$ cat config.mk
export PLATFORM = sky130hd
export DESIGN_NAME = signed_bcd_add_subtract
export DESIGN_NICKNAME = d
export VERILOG_FILES = /design/src/hw/rtl/sbas_pkg.sv /design/src/hw/rtl/signed_bcd_add_subtract.sv
export SDC_FILE = /design/constraint.sdc
export NUM_CORES = 1
export LEC_CHECK = 0
export ABC_AREA = 1
export BUFFER_PORTS_ARGS = -buffer_cell sky130_fd_sc_hd__buf_2
export CORE_AREA = 2 2 215 217
export DETAILED_ROUTE_END_ITERATION = 6
export DIE_AREA = 0 0 217 219
export PLACE_DENSITY = 0.7
export SLEW_MARGIN = 40
export SYNTH_ARGS = -nofsm -noshare
export SYNTH_HDL_FRONTEND = slang
export SYNTH_SLANG_ARGS = --single-unit
$ cat constraint.sdc
create_clock -name i_clk -period 4.4 [get_ports i_clk]
set_input_delay 0.44 -clock i_clk [delete_from_list [all_inputs] [get_ports i_clk]]
set_output_delay 0.44 -clock i_clk [all_outputs]
set_load 0.005 [all_outputs]
$ cat src/hw/rtl/sbas_pkg.sv
// ============================================================================
// sbas_pkg - signed BCD add/subtract shared definitions
// Digit count, operation codes, item structs and the BCD digit clamp.
// ============================================================================
package sbas_pkg;

    localparam int DIGITS = 16;            // 2 .. 16
    localparam int DIG_W  = 4 * DIGITS;    // bits of the live digit field
    localparam int BUS_W  = 64;            // packed digit field on the ports

    localparam logic OP_ADD = 1'b0;
    localparam logic OP_SUB = 1'b1;

    // +6 in every live nibble, the usual decimal-adjust bias
    localparam logic [DIG_W-1:0] SIX = {DIGITS{4'h6}};

    typedef struct packed {
        logic             op;
        logic [BUS_W-1:0] a_digits;
        logic             a_negative;
        logic [BUS_W-1:0] b_digits;
        logic             b_negative;
    } t_in;

    typedef struct packed {
        logic [BUS_W-1:0] sum_digits;
        logic             sum_negative;
        logic             overflow;
        logic             a_less_b;
        logic             a_equal_b;
    } t_out;

    // Keep the live nibbles, a non-decimal nibble reads as 9
    function automatic logic [DIG_W-1:0] bcd_norm(logic [BUS_W-1:0] v);
        logic [DIG_W-1:0] r;
        logic [3:0]       d;
        r = '0;
        for (int i = 0; i < DIGITS; i++) begin
            d = v[4*i +: 4];
            r[4*i +: 4] = (d > 4'd9) ? 4'd9 : d;
        end
        return r;
    endfunction

endpackage

$ cat src/hw/rtl/signed_bcd_add_subtract.sv
// ============================================================================
// signed_bcd_add_subtract - sign-magnitude BCD adder/subtractor
// Four-stage pipeline: clamp, compare/order, binary add, decimal adjust.
// ============================================================================
//  channel   | handshake              | payload
//  ----------+------------------------+-----------------------------
//  operation | start in, busy out     | i_in     (t_in)
//  result    | o_done out, no back-pr | o_result (t_out)
//
//  One item per cycle; each item passes the clamp, compare, add and adjust
//  registers in order to its result. The 64-bit decimal add is split over an
//  add stage and an adjust stage behind the compare stage.
//  Synchronous active-low reset empties the pipeline; busy is high in reset.
//  The result side never stalls, so busy is low at all other times.
// ============================================================================
module signed_bcd_add_subtract
    import sbas_pkg::*;
(
    input  logic i_clk,
    input  logic i_rst_n,
    input  logic start,
    output logic busy,
    input  t_in  i_in,
    output logic o_done,
    output t_out o_result
);

    // valid bits
    logic r_v1, r_v2, r_v3, r_v4;

    // stage 1: clamped magnitudes, signs with zero forced positive
    logic [DIG_W-1:0] r_s1_ma, r_s1_mb, n_s1_ma, n_s1_mb;
    logic             r_s1_na, r_s1_nb, r_s1_op;

    // stage 2: ordered, biased operands
    logic [DIG_W-1:0] r_s2_xa, r_s2_yb, n_s2_xa, n_s2_yb;
    logic             r_s2_sub, r_s2_neg, r_s2_less, r_s2_eq;
    logic             n_s2_sub, n_s2_neg, n_s2_less, n_s2_eq;

    // stage 3: raw binary sum and nibble carries
    logic [DIG_W-1:0]  r_s3_sum;
    logic [DIGITS-1:0] r_s3_cy, n_s3_cy;
    logic              r_s3_ovf, r_s3_neg, r_s3_less, r_s3_eq;
    logic [DIG_W:0]    n_s3_sum, n_s3_cv;

    // stage 4: output
    t_out             r_s4_out;
    logic [DIG_W-1:0] n_s4_mag;

    logic             accept;
    logic             nb_eff, a_gt, a_eq;
    logic [DIG_W-1:0] x, y;

    assign busy   = ~i_rst_n;
    assign accept = start & ~busy;

    // ---- stage 1 ----
    assign n_s1_ma = bcd_norm(i_in.a_digits);
    assign n_s1_mb = bcd_norm(i_in.b_digits);

    // ---- stage 2 ----
    always_comb begin
        nb_eff   = r_s1_nb ^ (r_s1_op == OP_SUB);
        n_s2_sub = r_s1_na ^ nb_eff;
        a_gt     = r_s1_ma > r_s1_mb;
        a_eq     = r_s1_ma == r_s1_mb;
        x        = a_gt ? r_s1_ma : r_s1_mb;
        y        = a_gt ? r_s1_mb : r_s1_ma;
        // add: x + 6 per nibble (no cross-nibble carry, digits <= 9) plus y
        // sub: x + ~y + 1
        n_s2_xa  = n_s2_sub ? x : (x + SIX);
        n_s2_yb  = n_s2_sub ? ~y : y;
        n_s2_neg = (!n_s2_sub || a_gt) ? r_s1_na : nb_eff;
        n_s2_eq  = (r_s1_na == r_s1_nb) && a_eq;
        if (r_s1_na != r_s1_nb) begin
            n_s2_less = r_s1_na;
        end else if (r_s1_na) begin
            n_s2_less = a_gt;
        end else begin
            n_s2_less = !a_gt && !a_eq;
        end
    end

    // ---- stage 3 ----
    always_comb begin
        n_s3_sum = {1'b0, r_s2_xa} + {1'b0, r_s2_yb} + {{DIG_W{1'b0}}, r_s2_sub};
        n_s3_cv  = n_s3_sum ^ {1'b0, r_s2_xa} ^ {1'b0, r_s2_yb};
        for (int i = 0; i < DIGITS; i++) begin
            n_s3_cy[i] = n_s3_cv[4*i+4];
        end
    end

    // ---- stage 4: a nibble without carry out (or with borrow) drops 6 ----
    always_comb begin
        for (int i = 0; i < DIGITS; i++) begin
            n_s4_mag[4*i +: 4] = r_s3_cy[i] ? r_s3_sum[4*i +: 4]
                                            : r_s3_sum[4*i +: 4] - 4'd6;
        end
    end

    always_ff @(posedge i_clk) begin
        if (!i_rst_n) begin
            r_v1 <= 1'b0;
            r_v2 <= 1'b0;
            r_v3 <= 1'b0;
            r_v4 <= 1'b0;
        end else begin
            r_v1 <= accept;
            r_v2 <= r_v1;
            r_v3 <= r_v2;
            r_v4 <= r_v3;
        end
    end

    always_ff @(posedge i_clk) begin
        r_s1_ma   <= n_s1_ma;
        r_s1_mb   <= n_s1_mb;
        r_s1_na   <= i_in.a_negative & (|n_s1_ma);
        r_s1_nb   <= i_in.b_negative & (|n_s1_mb);
        r_s1_op   <= i_in.op;

        r_s2_xa   <= n_s2_xa;
        r_s2_yb   <= n_s2_yb;
        r_s2_sub  <= n_s2_sub;
        r_s2_neg  <= n_s2_neg;
        r_s2_less <= n_s2_less;
        r_s2_eq   <= n_s2_eq;

        r_s3_sum  <= n_s3_sum[DIG_W-1:0];
        r_s3_cy   <= n_s3_cy;
        r_s3_ovf  <= !r_s2_sub && n_s3_sum[DIG_W];
        r_s3_neg  <= r_s2_neg;
        r_s3_less <= r_s2_less;
        r_s3_eq   <= r_s2_eq;

        r_s4_out.sum_digits   <= BUS_W'(n_s4_mag);
        r_s4_out.sum_negative <= r_s3_neg && (|n_s4_mag);
        r_s4_out.overflow     <= r_s3_ovf;
        r_s4_out.a_less_b     <= r_s3_less;
        r_s4_out.a_equal_b    <= r_s3_eq;
    end

    assign o_done   = r_v4;
    assign o_result = r_s4_out;

endmodule

==> impl_metrics.yaml <==
outcome:
  status: "finished, final reports clean"
logic_synthesis:
  netlist_instances: 3166
  synth.area.mux_share_pct: 0.767
  synthFlopType: "dfxtp_1"
  synth_top_family_by_area: "simple AND/OR/NAND/NOR gates"
  synth_edf_count: 0
  synth-adder-area-share_pct: 8.06
  synth.area.top_cells: "dfxtp_1, nand2_1, ha_1"
  yosysSeqAreaShare_pct: 36.7
  synth-xor-area-share_pct: 8.61
  synth_largest_area_cell: "dfxtp_1"
  synth_top_area_share_pct: 36.7
  syn-cell-area_sq_um: 22800
  syn_nets: 3446
  synth-compound-area-share_pct: 11.1
  syn_area_per_cell_sq_um: 7.22
  synth.distinct_cells: 59
  yosys_warnings: 0
  synth-simple-area-share_pct: 25.8
  ys_seq_elements: 419
  async_reset_ff_share_pct: 0
worst_setup_path:
  r2r_setup_slack_ns: 0.29
  crit_top_cell: "nand2_1"
  r2r-start: "r_s1_mb[57]$_DFF_P_"
  criticalPathCategory: "reg2reg"
  arrival_ns: 4.58
  timing.rr.end: "r_s2_xa[55]$_DFF_P_"
  critPathTopFamily: "simple AND/OR/NAND/NOR gates"
  required_ns: 4.87
  worstRegToRegCells: 24
  critPathMaxFanout: 129
  cpMaxStageDelayCell: "buf_12"
  cp_num_buf_inv: 4
  crit_path_end_kind: "flop"
  start_kind: "flop"
  crit_chain: "inv_1, ha_1, nand2_1, inv_1, o21ai_0, a21oi_1, nor2_1, nand2_1, a21oi_1, nand2_4, nand2_8, buf_12, o21ai_1, inv_1, nand2_1, nor2_1, nand2_1, nor2_1, and2_1, nand2_1, nand2_1, nand2_1, nand2_1, nand2_1"
  max_stage_delay_ns: 0.38
final_layout:
  fin_cells: 4005
  areaGrowthSynthToFinish_pct: 14.7
  final_cell_mix: "nand2_1, inv_1, dfxtp_1"
  fill_cells: 4259
  final_common_cell: "nand2_1"
  drive_above_1_share_pct: 12.3
  layout.nets: 3649
sta:
  period_needed_ns: 4.11
  rsz0062_at_grt: "no"
  hold_ws_ns: 0.0317
  finalClockSkew_ns: 0.0235
  worst_slack_ns: 0.286
  finalSetupViolCount: 0
  tightest_slew_ns: 0.844
  drv_slew: 0
  relSlewSlack_pct: 43.1
  period_share_pct: 93.5
  finalHoldViolCount: 0
  fin_tns_setup_ns: 0
  fmax_ghz: 0.243
cts:
  postCtsHoldBufs: 22
  clk_latency_ns: 0.59
  clk_path_buf_depth: 3
  path_clk_slew_ns: 0.06
  tritoncts: "built"
  cts_root_buf: "clkbuf_16"
  cts_resized: 0
  cts_buffers: 43
  cts_sinks: 419
  post-cts-setup-buffers: 0
  h-tree-depth: 2
die:
  die_area_sq_um: 47500
  die_y_microns: 219
  core_sq_um: 45100
  row_count: 78
  die-width_microns: 217
  start_util_pct: 50.7
  io-pin-count: 204
route:
  drtAntennaViolNets: 0
  wirelength_microns: 70700
  num_vias: 20546
  route.detailed.vias_per_inst: 5.13
  drtPass1Iterations: 6
  post_drt_wl_per_cell_microns: 17.6
  drc: 0
  drt_iter0_markers: 1466
place:
  dp.cells: 3902
  place_ws_ns: 0.311
  dp_hpwl_microns: 58800
  place_congestion: 1.00
  portBuffers: 203
power:
  internal-power_mw: 10.2
  power_frac_comb_pct: 43.5
  p_switching_mw: 6.84
  clock_power_share_pct: 23.2
  p_per_area_nw_per_um2: 652
  swShare_pct: 40.1
  pwr-share-seq_pct: 33.3
  leakagePower_nw: 13.1
  total_power_mw: 17.1
  peakVddDrop_uv: 505
min_path:
  min-delay-start: "i_in[105]"
  hp-class: "in2reg"
  holdPathEnd: "r_s1_ma[39]$_DFF_P_"
  min_path_cells: 1
job:
  maxCapViolCount: 0
grt:
  grt_pass1_wl_microns: 108000
  overflow: 0
  antenna_found_initial: 3
  grtUsageTotal_pct: 29.5
  grt_max_degree: 130
  grt_pass1_vias: 19574
-- worst register-to-register path, stage by stage, from the launching register on --
cell	delay [ns]
dfxtp_1	0.36
inv_1	0.05
ha_1	0.30
nand2_1	0.08
inv_1	0.04
o21ai_0	0.14
a21oi_1	0.09
nor2_1	0.17
nand2_1	0.13
a21oi_1	0.25
nand2_4	0.11
nand2_8	0.09
buf_12	0.39
o21ai_1	0.34
inv_1	0.26
nand2_1	0.15
nor2_1	0.24
nand2_1	0.19
nor2_1	0.15
and2_1	0.13
nand2_1	0.05
nand2_1	0.12
nand2_1	0.06
nand2_1	0.06
nand2_1	0.06
-- synth_stat cells (2+ instances only) --
library cell	n
nand4_1	28
fa_1	2
a221oi_1	2
nor3_1	19
a21boi_0	7
nor2_2	16
xnor2_1	46
o21ai_1	42
o21a_1	27
o21ai_2	20
dfxtp_1	419
a211oi_1	3
nand3b_1	11
ha_1	144
nand2_4	2
inv_2	16
nand2_2	21
mux2i_1	4
buf_6	8
clkbuf_1	61
buf_2	4
o311ai_0	2
nand3_1	120
inv_1	421
xor2_1	176
or2_2	25
o21bai_1	13
mux2_2	12
nor4_1	39
o21ai_0	129
o211ai_1	3
nor2_1	353
a21oi_1	150
clkinv_1	2
buf_1	3
a31oi_1	34
buf_4	6
nor3_2	2
a21o_1	4
and2_1	3
and3_1	2
nor2_4	4
nand2_1	745
-- logic make-up (layout without fill, tap and decap cells) --
family	Yosys count	count (layout)
simple gates	1395	1395
buf+inv	523	760
compound gates	444	444
flops	419	419
xor+xnor	223	223
fa+ha+maj	146	146
mux	16	16
other cells	0	2
-- area by class of cell --
cell class / count / area [sq um] / area share (%)
antenna: 2 / 5.00 / 0.0191
tap: 600 / 751 / 2.87
timing repair buffer: 241 / 1390 / 5.32
clock inverter: 23 / 362 / 1.38
sequential: 419 / 8390 / 32.0
clock buffer: 56 / 1210 / 4.64
inverter: 440 / 1650 / 6.31
multi-input combinational: 2224 / 12400 / 47.4
-- sequential cells by signal, indices dropped and copies added (netlist names), 16 cells and up --
| register | count |
|---|---|
| r_s3_sum | 64 |
| o_result | 68 |
| r_s2_yb | 64 |
| r_s1_ma | 64 |
| r_s3_cy | 16 |
| r_s2_xa | 64 |
| r_s1_mb | 64 |
-- power groups by stage --
stage          combinational, mW  sequential (mW)  clock (mW)
6_report                    7.42             5.69        3.96
5_1_grt                     8.26             5.81        4.18
4_1_cts                     7.37             5.70        4.04
3_5_place_dp                7.30             5.77           0
3_3_place_gp                7.19             5.71           0
2_1_floorplan               5.04             5.64           0
-- metal layers --
| layer | up-vias | part of all wire (%) | GRT usage [%] |
|---|---|---|---|
| met1 | 9249 | 47 | 41.8 |
| li1 | 10463 | - | - |
| met3 | 111 | 6.9 | 4.66 |
| met4 | 0 | 2.9 | 9.27 |
| met5 | - | 0 | 0 |
| met2 | 723 | 43 | 45.9 |
-- worst max path at each step --
stage / from / end / cells past startpoint
after floorplan: r_s1_mb[55]$_DFF_P_ / r_s2_xa[59]$_DFF_P_ / 24
after global placement: r_s2_sub$_DFF_P_ / r_s3_sum[54]$_DFF_P_ / 16
after detailed placement: r_s2_sub$_DFF_P_ / r_s3_sum[54]$_DFF_P_ / 16
after CTS: r_s2_sub$_DFF_P_ / r_s3_sum[54]$_DFF_P_ / 16
after global routing: r_s1_mb[57]$_DFF_P_ / r_s2_xa[55]$_DFF_P_ / 24
final: r_s1_mb[57]$_DFF_P_ / r_s2_xa[55]$_DFF_P_ / 24
-- per-stage QoR --
stage                     utilization, %  cell area, sq um
final                               58.1             26200
after global routing                58.1             26200
after CTS                           58.1             26200
after detailed placement            54.1             24400
after global placement              54.1             24400
after floorplan                        -             22800
Note: power is estimated with default switching activity, not from simulation.
